**src/rtl/core/rtdal_pkg.sv**
```systemverilog
// rtdal_pkg: shared widths, constants, codes and types for the rtd averager
// and linearising block. No dependencies; imported by every rtl/core module.

package rtdal_pkg;

	// stream payload widths
	localparam int IDX_W      = 2;
	localparam int CODE_W     = 16;
	localparam int FLAG_W     = 8;
	localparam int TEMP_W     = 20;
	localparam int STAT_W     = 2;
	localparam int IN_W       = 32;
	localparam int OUT_W      = 48;

	// accumulator
	localparam int SUM_W      = 20;
	localparam int CNT_W      = 4;

	// configuration port
	localparam int CFG_IDX_W  = 2;
	localparam int CFG_DATA_W = 16;
	localparam int MODE_W     = 2;

	// serial divider
	localparam int DIV_NUM_W  = 56;
	localparam int DIV_DEN_W  = 25;
	localparam int DIV_LEN_W  = 6;

	// serial square root
	localparam int SQ_RAD_W   = 56;
	localparam int SQ_ROOT_W  = 28;
	localparam int SQ_REM_W   = SQ_ROOT_W + 2;
	localparam int SQ_STEPS   = SQ_RAD_W / 2;
	localparam int SQ_CNT_W   = 5;

	// register indexes
	localparam logic [CFG_IDX_W-1:0] REG_MIN_CODE = 2'd0;
	localparam logic [CFG_IDX_W-1:0] REG_MAX_CODE = 2'd1;
	localparam logic [CFG_IDX_W-1:0] REG_REF_MODE = 2'd2;
	localparam logic [CFG_IDX_W-1:0] REG_WIRE_EN  = 2'd3;

	// reference modes and matching break flags
	localparam logic [MODE_W-1:0] MODE_NONE = 2'd0;
	localparam logic [MODE_W-1:0] MODE_LOW  = 2'd1;
	localparam logic [MODE_W-1:0] MODE_HIGH = 2'd2;
	localparam logic [FLAG_W-1:0] BREAK_LOW  = 8'h01;
	localparam logic [FLAG_W-1:0] BREAK_HIGH = 8'h03;

	// result status codes
	localparam logic [STAT_W-1:0] STAT_OK    = 2'd0;
	localparam logic [STAT_W-1:0] STAT_BREAK = 2'd1;
	localparam logic [STAT_W-1:0] STAT_RANGE = 2'd2;

	// code at 100 ohms and full-scale code
	localparam logic [CODE_W-1:0] R0_CODE   = 16'd13107;
	localparam logic [18:0]       FULL_CODE = 19'd65535;

	// above 100 ohms: n = d * 23100000000 = (d * 90234375) << 8
	localparam logic [26:0] MUL_HI = 27'd90234375;
	// below 100 ohms: m = (13107 - avg) * 128000000, plus half divisor
	localparam logic [26:0] MUL_LO = 27'd128000000;
	localparam logic [DIV_NUM_W-1:0] LIN_BIAS = 56'd12615487;

	// constant divisors
	localparam logic [DIV_DEN_W-1:0] DEN_FULL  = 25'd65535;
	localparam logic [DIV_DEN_W-1:0] DEN_TWO_B = 25'd231;
	localparam logic [DIV_DEN_W-1:0] DEN_LIN   = 25'd25230975;

	// quotient bit counts per division
	localparam logic [DIV_LEN_W-1:0] LEN_AVG = 6'd20;
	localparam logic [DIV_LEN_W-1:0] LEN_N   = 6'd54;
	localparam logic [DIV_LEN_W-1:0] LEN_THI = 6'd28;
	localparam logic [DIV_LEN_W-1:0] LEN_TLO = 6'd42;

	// A^2 term scaled by 2^16, A term scaled by 256, rounding for 2B
	localparam logic [DIV_NUM_W-1:0] RAD_TOP = 56'd152748088900 << 16;
	localparam logic [SQ_ROOT_W-1:0] A_TOP   = 28'd100052480;
	localparam logic [SQ_ROOT_W:0]   ROUND_TWO_B = 29'd115;

	// sequencer states
	typedef enum logic [2:0] {
		ST_ACC,
		ST_DIV_GO,
		ST_DIV_WAIT,
		ST_PREP,
		ST_SQRT_GO,
		ST_SQRT_WAIT,
		ST_FIN
	} state_t;

	// which division is in flight
	typedef enum logic [1:0] {
		PH_AVG,
		PH_NDIV,
		PH_THI,
		PH_TLO
	} phase_t;

	// divider control from the sequencer
	typedef struct packed {
		logic                 start;
		logic [DIV_LEN_W-1:0] len;
	} div_ctl_t;

endpackage

```
**src/rtl/core/rtdal_div.sv**
```systemverilog
// rtdal_div: restoring divider, one quotient bit per cycle, msb first.
// Depends on rtdal_pkg for widths and the div_ctl_t control struct.

module rtdal_div (
	input  logic                            clk,
	input  logic                            arst_n,
	input  rtdal_pkg::div_ctl_t             ctl,
	input  logic [rtdal_pkg::DIV_NUM_W-1:0] dividend,
	input  logic [rtdal_pkg::DIV_DEN_W-1:0] divisor,
	output logic                            done,
	output logic [rtdal_pkg::DIV_NUM_W-1:0] quotient
);
	import rtdal_pkg::*;

	logic                 busy_q;
	logic                 done_q;
	logic [DIV_LEN_W-1:0] cnt_q;
	logic [DIV_NUM_W-1:0] num_q;
	logic [DIV_DEN_W-1:0] den_q;
	logic [DIV_DEN_W-1:0] rem_q;
	logic [DIV_NUM_W-1:0] quo_q;

	logic [DIV_LEN_W-1:0] bit_idx;
	logic [DIV_DEN_W:0]   trial;
	logic [DIV_DEN_W:0]   trial_sub;
	logic                 take;

	// bring down the next dividend bit and try the subtraction
	always_comb begin
		bit_idx   = cnt_q - DIV_LEN_W'(1);
		trial     = {rem_q, num_q[bit_idx]};
		trial_sub = trial - {1'b0, den_q};
		take      = trial >= {1'b0, den_q};
	end

	// step counter
	always_ff @(posedge clk or negedge arst_n) begin
		if (!arst_n) begin
			busy_q <= 1'b0;
			done_q <= 1'b0;
			cnt_q  <= '0;
		end else begin
			done_q <= busy_q && (cnt_q == DIV_LEN_W'(1));
			if (ctl.start) begin
				busy_q <= 1'b1;
				cnt_q  <= ctl.len;
			end else if (busy_q) begin
				cnt_q <= cnt_q - DIV_LEN_W'(1);
				if (cnt_q == DIV_LEN_W'(1))
					busy_q <= 1'b0;
			end
		end
	end

	// partial remainder and quotient shift register
	always_ff @(posedge clk) begin
		if (ctl.start) begin
			num_q <= dividend;
			den_q <= divisor;
			rem_q <= '0;
			quo_q <= '0;
		end else if (busy_q) begin
			rem_q <= take ? trial_sub[DIV_DEN_W-1:0] : trial[DIV_DEN_W-1:0];
			quo_q <= {quo_q[DIV_NUM_W-2:0], take};
		end
	end

	assign done     = done_q;
	assign quotient = quo_q;

endmodule

```
**src/rtl/core/rtdal_isqrt.sv**
```systemverilog
// rtdal_isqrt: digit-by-digit integer square root, two radicand bits a cycle.
// Depends on rtdal_pkg for widths.

module rtdal_isqrt (
	input  logic                            clk,
	input  logic                            arst_n,
	input  logic                            start,
	input  logic [rtdal_pkg::SQ_RAD_W-1:0]  radicand,
	output logic                            done,
	output logic [rtdal_pkg::SQ_ROOT_W-1:0] root
);
	import rtdal_pkg::*;

	logic                 busy_q;
	logic                 done_q;
	logic [SQ_CNT_W-1:0]  cnt_q;
	logic [SQ_RAD_W-1:0]  rad_q;
	logic [SQ_REM_W-1:0]  rem_q;
	logic [SQ_ROOT_W-1:0] root_q;

	logic [SQ_REM_W+1:0]  cur;
	logic [SQ_REM_W+1:0]  trial;
	logic [SQ_REM_W+1:0]  cur_sub;
	logic                 take;

	// shift in the next bit pair and test root*4+1
	always_comb begin
		cur     = {rem_q, rad_q[SQ_RAD_W-1 -: 2]};
		trial   = {2'b00, root_q, 2'b01};
		cur_sub = cur - trial;
		take    = cur >= trial;
	end

	// step counter
	always_ff @(posedge clk or negedge arst_n) begin
		if (!arst_n) begin
			busy_q <= 1'b0;
			done_q <= 1'b0;
			cnt_q  <= '0;
		end else begin
			done_q <= busy_q && (cnt_q == SQ_CNT_W'(1));
			if (start) begin
				busy_q <= 1'b1;
				cnt_q  <= SQ_CNT_W'(SQ_STEPS);
			end else if (busy_q) begin
				cnt_q <= cnt_q - SQ_CNT_W'(1);
				if (cnt_q == SQ_CNT_W'(1))
					busy_q <= 1'b0;
			end
		end
	end

	// radicand, remainder and root shift registers
	always_ff @(posedge clk) begin
		if (start) begin
			rad_q  <= radicand;
			rem_q  <= '0;
			root_q <= '0;
		end else if (busy_q) begin
			rad_q  <= {rad_q[SQ_RAD_W-3:0], 2'b00};
			rem_q  <= take ? cur_sub[SQ_REM_W-1:0] : cur[SQ_REM_W-1:0];
			root_q <= {root_q[SQ_ROOT_W-2:0], take};
		end
	end

	assign done = done_q;
	assign root = root_q;

endmodule

```
**src/rtl/core/rtd_average_and_linearize.sv**
```systemverilog
// rtd_average_and_linearize: burst averager and rtd linearising top level.
// After the last request of a burst the average is divided out; then at or
// above 100 ohms a division, a square root and a division follow, below
// 100 ohms one division; the result then waits for the output register to empty.
// Throughput: one request a cycle inside a burst; s_tready is low from the
// last request of a burst until the result is loaded. Async reset clears.
// Depends on rtdal_pkg, rtdal_div and rtdal_isqrt.

module rtd_average_and_linearize #(
	parameter int SAMPLES = 10
) (
	input  logic                             clk,
	input  logic                             arst_n,
	// s_tdata: adc_index, channel_index, raw_sample, wire_status (lsb up)
	input  logic                             s_tvalid,
	output logic                             s_tready,
	input  logic [rtdal_pkg::IN_W-1:0]       s_tdata,
	// m_tdata: adc_index_out, channel_index_out, average_code, temperature_q8
	output logic                             m_tvalid,
	input  logic                             m_tready,
	output logic [rtdal_pkg::OUT_W-1:0]      m_tdata,
	// m_tuser: status
	output logic [rtdal_pkg::STAT_W-1:0]     m_tuser,
	input  logic                             cfg_wr_en,
	input  logic [rtdal_pkg::CFG_IDX_W-1:0]  cfg_wr_index,
	input  logic [rtdal_pkg::CFG_DATA_W-1:0] cfg_wr_data
);
	import rtdal_pkg::*;

	localparam logic [CNT_W-1:0] CNT_LAST = CNT_W'(SAMPLES - 1);
	localparam logic [DIV_DEN_W-1:0] DEN_AVG = DIV_DEN_W'(SAMPLES);

	// configuration
	logic [CODE_W-1:0] min_code_q;
	logic [CODE_W-1:0] max_code_q;
	logic [MODE_W-1:0] ref_mode_q;
	logic              wire_en_q;

	// control
	state_t            state_q, state_d;
	phase_t            phase_q;
	logic [SUM_W-1:0]  sum_q;
	logic [CNT_W-1:0]  cnt_q;
	logic              m_tvalid_q;

	// datapath
	logic [DIV_NUM_W-1:0] work_q;
	logic [CODE_W-1:0]    avg_q;
	logic [TEMP_W-1:0]    temp_q;
	logic [IDX_W-1:0]     adc_q;
	logic [IDX_W-1:0]     ch_q;
	logic [FLAG_W-1:0]    flag_q;

	// result register
	logic [IDX_W-1:0]  adc_out_q;
	logic [IDX_W-1:0]  ch_out_q;
	logic [CODE_W-1:0] code_out_q;
	logic [TEMP_W-1:0] temp_out_q;
	logic [STAT_W-1:0] stat_out_q;

	// unpacked request
	logic [IDX_W-1:0]  in_adc;
	logic [IDX_W-1:0]  in_ch;
	logic [CODE_W-1:0] in_raw;
	logic [FLAG_W-1:0] in_flag;
	logic [CODE_W-1:0] in_word;
	logic [SUM_W-1:0]  sum_next;
	logic              in_take;
	logic              in_last;

	// unit interfaces
	div_ctl_t             div_ctl;
	logic [DIV_DEN_W-1:0] div_den;
	logic                 div_done;
	logic [DIV_NUM_W-1:0] div_quo;
	logic                 sq_start;
	logic                 sq_done;
	logic [SQ_ROOT_W-1:0] sq_root;
	logic                 out_load;

	// arithmetic between the serial steps
	logic                 hi_range;
	logic [18:0]          five_avg;
	logic [17:0]          d_val;
	logic [13:0]          e_val;
	logic [17:0]          mul_a;
	logic [26:0]          mul_b;
	logic [44:0]          prod;
	logic [DIV_NUM_W-1:0] prep_val;
	logic [DIV_NUM_W-1:0] rad_val;
	logic [SQ_ROOT_W-1:0] a_diff;
	logic [SQ_ROOT_W:0]   t_num;
	logic                 open_wire;
	logic                 out_window;
	logic [STAT_W-1:0]    stat_val;

	// request fields, bytes swapped back
	always_comb begin
		in_adc   = s_tdata[1:0];
		in_ch    = s_tdata[3:2];
		in_raw   = s_tdata[19:4];
		in_flag  = s_tdata[27:20];
		in_word  = {in_raw[7:0], in_raw[15:8]};
		sum_next = sum_q + {{(SUM_W-CODE_W){1'b0}}, in_word};
		in_take  = s_tvalid && s_tready;
		in_last  = cnt_q == CNT_LAST;
	end

	// configuration registers
	always_ff @(posedge clk or negedge arst_n) begin
		if (!arst_n) begin
			min_code_q <= '0;
			max_code_q <= '1;
			ref_mode_q <= MODE_HIGH;
			wire_en_q  <= 1'b1;
		end else if (cfg_wr_en) begin
			case (cfg_wr_index)
				REG_MIN_CODE: min_code_q <= cfg_wr_data;
				REG_MAX_CODE: max_code_q <= cfg_wr_data;
				REG_REF_MODE: ref_mode_q <= cfg_wr_data[MODE_W-1:0];
				REG_WIRE_EN:  wire_en_q  <= cfg_wr_data[0];
				default: ;
			endcase
		end
	end

	// next state
	always_comb begin
		state_d = state_q;
		case (state_q)
			ST_ACC: begin
				if (in_take && in_last)
					state_d = ST_DIV_GO;
			end
			ST_DIV_GO: state_d = ST_DIV_WAIT;
			ST_DIV_WAIT: begin
				if (div_done) begin
					case (phase_q)
						PH_AVG:  state_d = ST_PREP;
						PH_NDIV: state_d = ST_SQRT_GO;
						default: state_d = ST_FIN;
					endcase
				end
			end
			ST_PREP: state_d = ST_DIV_GO;
			ST_SQRT_GO: state_d = ST_SQRT_WAIT;
			ST_SQRT_WAIT: begin
				if (sq_done)
					state_d = ST_DIV_GO;
			end
			ST_FIN: begin
				if (out_load)
					state_d = ST_ACC;
			end
			default: state_d = ST_ACC;
		endcase
	end

	// sequencer outputs
	always_comb begin
		s_tready      = state_q == ST_ACC;
		div_ctl.start = state_q == ST_DIV_GO;
		sq_start      = state_q == ST_SQRT_GO;
		out_load      = (state_q == ST_FIN) && (!m_tvalid_q || m_tready);
		case (phase_q)
			PH_AVG: begin
				div_ctl.len = LEN_AVG;
				div_den     = DEN_AVG;
			end
			PH_NDIV: begin
				div_ctl.len = LEN_N;
				div_den     = DEN_FULL;
			end
			PH_THI: begin
				div_ctl.len = LEN_THI;
				div_den     = DEN_TWO_B;
			end
			default: begin
				div_ctl.len = LEN_TLO;
				div_den     = DEN_LIN;
			end
		endcase
	end

	// branch setup: one shared constant multiply
	always_comb begin
		hi_range = avg_q >= R0_CODE;
		five_avg = {1'b0, avg_q, 2'b00} + {3'b000, avg_q};
		d_val    = 18'(five_avg - FULL_CODE);
		e_val    = 14'(R0_CODE - avg_q);
		mul_a    = hi_range ? d_val : {4'b0000, e_val};
		mul_b    = hi_range ? MUL_HI : MUL_LO;
		prod     = {27'd0, mul_a} * {18'd0, mul_b};
		if (hi_range)
			prep_val = {3'b000, prod, 8'd0};
		else
			prep_val = {11'd0, prod} + LIN_BIAS;
	end

	// radicand, and the numerator over 2B
	always_comb begin
		rad_val = RAD_TOP - work_q - div_quo;
		a_diff  = A_TOP - sq_root;
		t_num   = {a_diff, 1'b0} + ROUND_TWO_B;
	end

	// wire and window checks; wire break wins
	always_comb begin
		open_wire = ((ref_mode_q == MODE_LOW) && (flag_q == BREAK_LOW)) ||
			((ref_mode_q == MODE_HIGH) && (flag_q == BREAK_HIGH));
		out_window = (avg_q < min_code_q) || (avg_q > max_code_q);
		if (!wire_en_q)
			stat_val = STAT_OK;
		else if (open_wire)
			stat_val = STAT_BREAK;
		else if (out_window)
			stat_val = STAT_RANGE;
		else
			stat_val = STAT_OK;
	end

	// control registers
	always_ff @(posedge clk or negedge arst_n) begin
		if (!arst_n) begin
			state_q    <= ST_ACC;
			phase_q    <= PH_AVG;
			sum_q      <= '0;
			cnt_q      <= '0;
			m_tvalid_q <= 1'b0;
		end else begin
			state_q <= state_d;
			if (in_take) begin
				if (in_last) begin
					sum_q   <= '0;
					cnt_q   <= '0;
					phase_q <= PH_AVG;
				end else begin
					sum_q <= sum_next;
					cnt_q <= cnt_q + CNT_W'(1);
				end
			end
			if (state_q == ST_PREP)
				phase_q <= hi_range ? PH_NDIV : PH_TLO;
			if ((state_q == ST_SQRT_WAIT) && sq_done)
				phase_q <= PH_THI;
			if (out_load)
				m_tvalid_q <= 1'b1;
			else if (m_tready)
				m_tvalid_q <= 1'b0;
		end
	end

	// working registers
	always_ff @(posedge clk) begin
		if (in_take && in_last) begin
			work_q <= {{(DIV_NUM_W-SUM_W){1'b0}}, sum_next};
			adc_q  <= in_adc;
			ch_q   <= in_ch;
			flag_q <= in_flag;
		end
		if (state_q == ST_PREP)
			work_q <= prep_val;
		if ((state_q == ST_SQRT_WAIT) && sq_done)
			work_q <= {{(DIV_NUM_W-SQ_ROOT_W-1){1'b0}}, t_num};
		if ((state_q == ST_DIV_WAIT) && div_done) begin
			case (phase_q)
				PH_AVG:  avg_q  <= div_quo[CODE_W-1:0];
				PH_NDIV: work_q <= rad_val;
				PH_THI:  temp_q <= div_quo[TEMP_W-1:0];
				default: temp_q <= TEMP_W'(0) - div_quo[TEMP_W-1:0];
			endcase
		end
	end

	// result register, faults force code and temperature to zero
	always_ff @(posedge clk) begin
		if (out_load) begin
			adc_out_q  <= adc_q;
			ch_out_q   <= ch_q;
			code_out_q <= (stat_val == STAT_OK) ? avg_q : '0;
			temp_out_q <= (stat_val == STAT_OK) ? temp_q : '0;
			stat_out_q <= stat_val;
		end
	end

	rtdal_div u_div (
		.clk      (clk),
		.arst_n   (arst_n),
		.ctl      (div_ctl),
		.dividend (work_q),
		.divisor  (div_den),
		.done     (div_done),
		.quotient (div_quo)
	);

	rtdal_isqrt u_isqrt (
		.clk      (clk),
		.arst_n   (arst_n),
		.start    (sq_start),
		.radicand (work_q),
		.done     (sq_done),
		.root     (sq_root)
	);

	assign m_tvalid = m_tvalid_q;
	assign m_tdata  = {8'd0, temp_out_q, code_out_q, ch_out_q, adc_out_q};
	assign m_tuser  = stat_out_q;

endmodule

```
**config.mk**
```make
export PLATFORM = sky130hd
export DESIGN_NAME = rtd_average_and_linearize
export DESIGN_NICKNAME = d
export VERILOG_FILES = /design/src/rtl/core/rtdal_pkg.sv /design/src/rtl/core/rtdal_div.sv /design/src/rtl/core/rtdal_isqrt.sv /design/src/rtl/core/rtd_average_and_linearize.sv
export SDC_FILE = /design/constraint.sdc
export NUM_CORES = 2
export LEC_CHECK = 0
export BUFFER_PORTS_ARGS = -buffer_cell sky130_fd_sc_hd__buf_2
export CAP_MARGIN = 15
export CORE_ASPECT_RATIO = 1.1
export CORE_MARGIN = 2
export CORE_UTILIZATION = 60
export CTS_BUF_LIST = sky130_fd_sc_hd__clkbuf_8
export CTS_CLUSTER_SIZE = 40
export DETAILED_ROUTE_END_ITERATION = 8
export GPL_TIMING_DRIVEN = 0
export PLACE_DENSITY_LB_ADDON = 0.15
export SYNTH_ARGS = -nofsm -noshare
export SYNTH_HDL_FRONTEND = slang
export SYNTH_SLANG_ARGS = --single-unit
```
**constraint.sdc**
```tcl
create_clock -name clk -period 8.9 [get_ports clk]
set_input_delay 0.89 -clock clk [delete_from_list [all_inputs] [get_ports clk]]
set_output_delay 0.89 -clock clk [all_outputs]
set_load 0.05 [all_outputs]
```
Word level (Yosys, flattened, before mapping). Cells that the tools add are included.

Flip-flop bits (word level): 502. Input bits: 55. Output and inout port bits: 52. Word-level logic and storage cells: 154.

$add $sub $neg: 15. Multiply operators: 1. Order comparisons: 6. Equality and inequality tests: 22. Muxes and demuxes: 45. Bitwise operators: 1. Reductions and logical operators: 31.

Operators with widths (count): $mux 56 (7); $pmux 25 s3 (1); $sub 54x56->56 const A (1); $sub 56x56->56 (1); $mux 53 (1); $add 45x24->46 const B (1); $mul 18x27->45 (1); $pmux 20 s2 (1); $ge 32x30->1 (1); $mux 30 (1); $sub 30x30->30 (1); $add 29x7->29 const B (1); $sub 27x28->28 const A (1); $ge 26x25->1 (1); $mux 26 (1); $mux 25 (1); $sub 25x25->25 (1); $pmux 3 s7 (1); $add 20x16->20 (1); $mux 20 (1); $sub 1x20->20 const A (1); $add 18x16->18 (1); $mux 18 (1); $pmux 6 s3 (1); other kinds (40) (91).

Logic depth before layout (Yosys ltp).
Word-level depth: 10. Depth in mapped cells: 38. Mapped depth without buffers: 38.

Hierarchy. A second synthesis with hierarchy kept.

Cells, all modules: 4479. Area total of the unflattened synthesis: 41954.0 µm².

Modules (own cells, without submodules): rtd_average_and_linearize (instances 1, cells each 3122, area an instance 27345.0 µm²); rtdal_div (instances 1, cells each 705, area an instance 7910.1 µm²); rtdal_isqrt (instances 1, cells each 652, area an instance 6698.9 µm²).

Worst setup path after synthesis. Ideal clock, no wire load.

Path type: register to register. From: register avg_q[0]. To: register work_q[44]. Setup time: 0.084 ns. Arrival time: 9.283 ns. Data required time: 8.816 ns. Slack: -0.467 ns. Stages on the path, launching flop included: 36. Period minus slack after synthesis: 9.367 ns. Path through: edfxtp_1 -> ha_1 -> a21o_1 -> a21o_1 -> a21o_1 -> a21oi_1 -> o21bai_1 -> a211o_1 -> a2111oi_1 -> o31ai_1 -> a21o_1 -> a21oi_1 -> mux2_2 -> inv_1 -> fa_1 -> fa_1 -> inv_1 -> fa_1 -> fa_1 -> fa_1 -> inv_1 -> fa_1 -> inv_1 -> ha_1 -> a21oi_1 -> o21ai_1 -> a221o_1 -> a2111oi_0 -> a21boi_2 -> nor2_1 -> xnor2_1 -> nand3b_2 -> nor3_2 -> nand3_1 -> xnor2_1 -> o31ai_2.

Word-level cells in the longest chain between the ends: 10. Elaborated cells on any way between the ends: 13.

RTL lines: from (decl) (RTL line rtd_average_and_linearize.sv:48) `logic [CODE_W-1:0] avg_q;`; from (signal assigned) (RTL line rtd_average_and_linearize.sv:267) `PH_AVG: avg_q <= div_quo[CODE_W-1:0];`; $add 18x16->18 (RTL line rtd_average_and_linearize.sv:188) `five_avg = {1'b0, avg_q, 2'b00} + {3'b000, avg_q};`; $sub 18x16->18 (RTL line rtd_average_and_linearize.sv:189) `d_val = 18'(five_avg - FULL_CODE);`; $mux 18 (RTL line rtd_average_and_linearize.sv:191) `mul_a = hi_range ? d_val : {4'b0000, e_val};`; $mul 18x27->45 (RTL line rtd_average_and_linearize.sv:193) `prod = {27'd0, mul_a} * {18'd0, mul_b};`; $add 45x24->46 (RTL line rtd_average_and_linearize.sv:197) `prep_val = {11'd0, prod} + LIN_BIAS;`; $mux 53 (*) (RTL line rtd_average_and_linearize.sv:194) `if (hi_range)`; $mux 56 (*) (RTL line rtd_average_and_linearize.sv:261) `if (state_q == ST_PREP)`; $mux 56 (*) (RTL line rtd_average_and_linearize.sv:263) `if ((state_q == ST_SQRT_WAIT) && sq_done)`; $mux 56 (RTL line rtd_average_and_linearize.sv:266) `case (phase_q)`; $mux 56 (*) (RTL line rtd_average_and_linearize.sv:265) `if ((state_q == ST_DIV_WAIT) && div_done) begin`; to (signal assigned) (RTL line rtd_average_and_linearize.sv:262) `work_q <= prep_val;`; to (signal assigned) (RTL line rtd_average_and_linearize.sv:264) `work_q <= {{(DIV_NUM_W-SQ_ROOT_W-1){1'b0}}, t_num};`; to (signal assigned) (RTL line rtd_average_and_linearize.sv:268) `PH_NDIV: work_q <= rad_val;`; to (decl) (RTL line rtd_average_and_linearize.sv:47) `logic [DIV_NUM_W-1:0] work_q;`.

Every way passes the cells marked *; elsewhere a longest branch is shown, timed or not. A chain may end at the register's enable or synchronous reset.

Final worst setup path.
From: register avg_q[0]. To: register work_q[43].

Same word-level chain as after synthesis.

==> out/results.txt <==
Status: complete, but fails checks
Failing checks: negative setup slack
Gr usage total: 32.7%
Final Hold Slack: 0.0501 ns
#FFs+latches synth: 483
Critical path origin: avg_q[0]$_DFFE_PP_
Setup TNS: -2.39 ns
Die area: 0.0690 sq mm
Vias in the first global route: 32,000
Req. time, crit path: 9.46 ns
Pre-CTS WS: -2.10 ns
Synth async-reset ratio: 16.6%
Hpwl dp: 88.3 mm
Synthesized-area fraction occupied by adder cells: 23.2%
Maximum VDD drop: 0.000204 V
Initial antenna violation count: 2
Pwr dens: 288 mW/mm^2
Detailed-route DRC error count: 0
Worst Hold Class: in2async
Final GP Congestion: 0.979
Sequential cell area: 0.0122 sq mm
Combinational share of power: 56.6%
Largest stage delay, worst path: 0.57 ns
Clk sink count: 483
Worst setup SP type: register
Fin. Hold Viols: 0
Area of the multi-input gates: 0.0262 sq mm
Total CTS buffers: 81
Leakage power: 20.9 nW
H-tree level count: 3
Reg power frac: 27.9%
Mapped Avg Cell Area: 9.18 sq um
Layout cell share with drive strength beyond 1: 12.4%
Yosys cell types: 113
GRT overflow: 0
Global-route wire length before repair: 176 mm
Mapped Area: 0.0401 sq mm
Switching power: 5.84 mW
Met2 global-route usage: 53.9%
Reg2reg start: avg_q[0]$_DFFE_PP_
Nets: 5,350
Final Cycle Share: 103%
Area delta synth->final: 12.7%
Fin. max-slew vios: 0
Final worst setup slack: -0.247 ns
Critical path's slowest cell: fa_1
First-pass DRT Iterations: 6
Crit Path Class: reg2reg
Commonest non-fill, non-tap cell in the layout: inv_1
Synth warn: 0
Max Cap Viol: 0
Synth Area in Compound Gates: 16.0%
Post-synthesis xor/xnor area fraction: 5.71%
CTS Hold Buffers Added: 0
Switching Share: 44.9%
Core Area: 0.0663 sq mm
Int Power: 7.18 mW
Crit. End Element: register
Clock slew at reported path FFs: 0.06 ns
Crit path DAT: 9.71 ns
Most frequent cells in the layout: inv_1 (594), ha_1 (426), nand2_1 (345)
Largest family of logic cells by synthesized area: adder cells
IO Pins: 107
Pin count of the biggest net entering global routing: 65
Crit path time final: 9.15 ns
Finished Core Util: 68.3%
Worst Tran Pin Value: 1.21 ns
Max-slew headroom: 19.3%
Vias per cell: 5.96
Clk Latency, worst-skew pair: 0.71 ns
Worst clock skew: 0.0750 ns
Achievable Freq: 109 MHz
Fillers: 5,384
Seq/Total Area, Yosys: 30.3%
Vias: 33,300
Setup violators final: 18
Most frequent CP cell: a21o_1
GR peak layer: met2
Post-synth top flop: edfxtp_1
Rows: 99
Die height: 275 um
RSZ-0062 raised after global routing: yes
Met1 Usage GRT: 43.4%
I/O Buffers: 94
Wire per inst: 20.3 um
Clock buffer depth: 3
Number of synthesized flops with an enable pin: 208
Met3 Use GR: 5.57%
Antenna viol nets, final: 0
CTS tree: yes
Synth Area in Simple Gates: 13.1%
CP Max Fanout: 5
Die Wd: 251 um
Clock power share: 15.4%
Routed Wire Length: 114 mm
Initial core utilization: 60.6%
Post-Synthesis Cells: 4,374
Clock root cell: clkbuf_8
Initial DRC count: 3,251
Mux contribution to synthesized area: 4.55%
logic make-up (layout without fill, tap and decap cells):
| logic type | count (synthesis) | count (layout) |
|---|---|---|
| simple gates | 1089 | 1090 |
| flops | 483 | 483 |
| xor+xnor | 259 | 259 |
| fa+ha+maj | 634 | 634 |
| buf+inv | 746 | 1084 |
| compound gates | 1002 | 1002 |
| other cells | 2 | 19 |
| mux | 159 | 159 |
repair_timing:
| action | CTS | global route |
|---|---|---|
| buffers inserted | 68 | 22 |
| gates resized for setup | 117 | 83 |
| pin swaps | 105 | 75 |
| gates cloned | 1 | 0 |
| setup endpoints to repair | 40 | 36 |
| endpoints found under the hold margin | 0 | 0 |
worst max-delay path, delay by kind of cell (launching register included):
| family | cells | cell delay (ns) |
|---|---|---|
| muxes | 1 | 0.37 |
| AOI/OAI and AO/OA | 16 | 3.38 |
| DFF | 1 | 0.53 |
| buffers and inverters | 6 | 0.49 |
| xor gates and xnor gates | 1 | 0.15 |
| adders and majority gates | 8 | 3.50 |
| and+or+nand+nor | 4 | 0.60 |
path summary, 6_finish.rpt:
kind	endpoint	slack, ns	depth (start not counted)
worst max-delay path	work_q[43]$_DFF_P_	-0.25	36
worst min-delay path	u_isqrt.busy_q$_DFF_PN0_	0.05	1
worst max register to register	work_q[43]$_DFF_P_	-0.25	36
worst min register to register	ch_out_q[1]$_DFFE_PP_	0.42	0
max in group asynchronous	max_code_q[6]$_DFFE_PN1P_	8.12	2
min in group clk	flag_q[6]$_DFFE_PP_	0.39	1
cell type report:
class / instances / area share, %
diodes: 1 / 0.00553
plain buffers: 166 / 1.55
clock buffers: 90 / 2.74
clock inverters: 61 / 0.879
inverters: 575 / 4.81
multi-input cells: 3162 / 57.9
flip-flops and latches: 483 / 26.9
well taps: 858 / 2.37
repair buffers: 192 / 2.87
metal layers:
| metal | wire length (um) | vias up | share of wire [%] |
|---|---|---|---|
| met3 | 9610 | 235 | 8.5 |
| met5 | 0 | - | 0 |
| met4 | 4280 | 0 | 3.8 |
| li1 | - | 15800 | - |
| met1 | 47500 | 15900 | 42 |
| met2 | 52200 | 1376 | 46 |
state kept, by name, indices dropped and copies added (netlist names), 20 cells and up:
signal,count
u_isqrt.rem_q,30
u_div.quotient,56
temp_q,20
work_q,56
temp_out_q,20
u_div.rem_q,25
u_isqrt.root,28
u_isqrt.rad_q,56
u_div.num_q,56
sum_q,20
synth_stat cells, types with 23 or more instances:
cell type	instances	area share, %
inv_1	574	5.4
ha_1	448	14
nand2_1	354	3.3
nor2_1	287	2.7
a21oi_1	278	3.5
o21ai_0	255	3.2
edfxtp_1	208	16
dfxtp_1	195	9.7
fa_1	186	9.3
xnor2_1	165	3.6
clkbuf_1	133	1.2
mux2i_1	115	2.9
xor2_1	91	2.0
a21o_1	90	1.7
nand3_1	78	0.97
dfrtp_1	62	3.9
nor3_1	62	0.77
and2_1	54	0.84
a211oi_1	43	0.80
nand2b_1	42	0.65
a31oi_1	30	0.47
and3_1	30	0.47
nor2b_1	30	0.47
o21bai_1	30	0.56
a221oi_1	28	0.61
mux2_2	28	0.79
nand4_1	28	0.44
o21a_1	27	0.50
o211ai_1	23	0.43
or3_1	23	0.36
power groups by stage:
stage               clock, mW  combinational (mW)  sequential (mW)
CTS                      2.02                7.19             3.62
finish                   2.01                7.37             3.64
detailed placement          0                7.04             3.66
global placement            0                6.93             3.67
global route             2.13                8.11             3.69
floorplan                   0                5.37             3.45
per-stage QoR:
| step | total power, mW | instance area [sq um] | instances |
|---|---|---|---|
| floorplan | 8.82 | 40300 | 4390 |
| global placement | 10.6 | 41900 | 5342 |
| detailed placement | 10.7 | 42000 | 5349 |
| CTS | 12.8 | 44700 | 5565 |
| global route | 13.9 | 45200 | 5588 |
| finish | 13.0 | 45200 | 5588 |
Power figures use the tool's default switching activity.
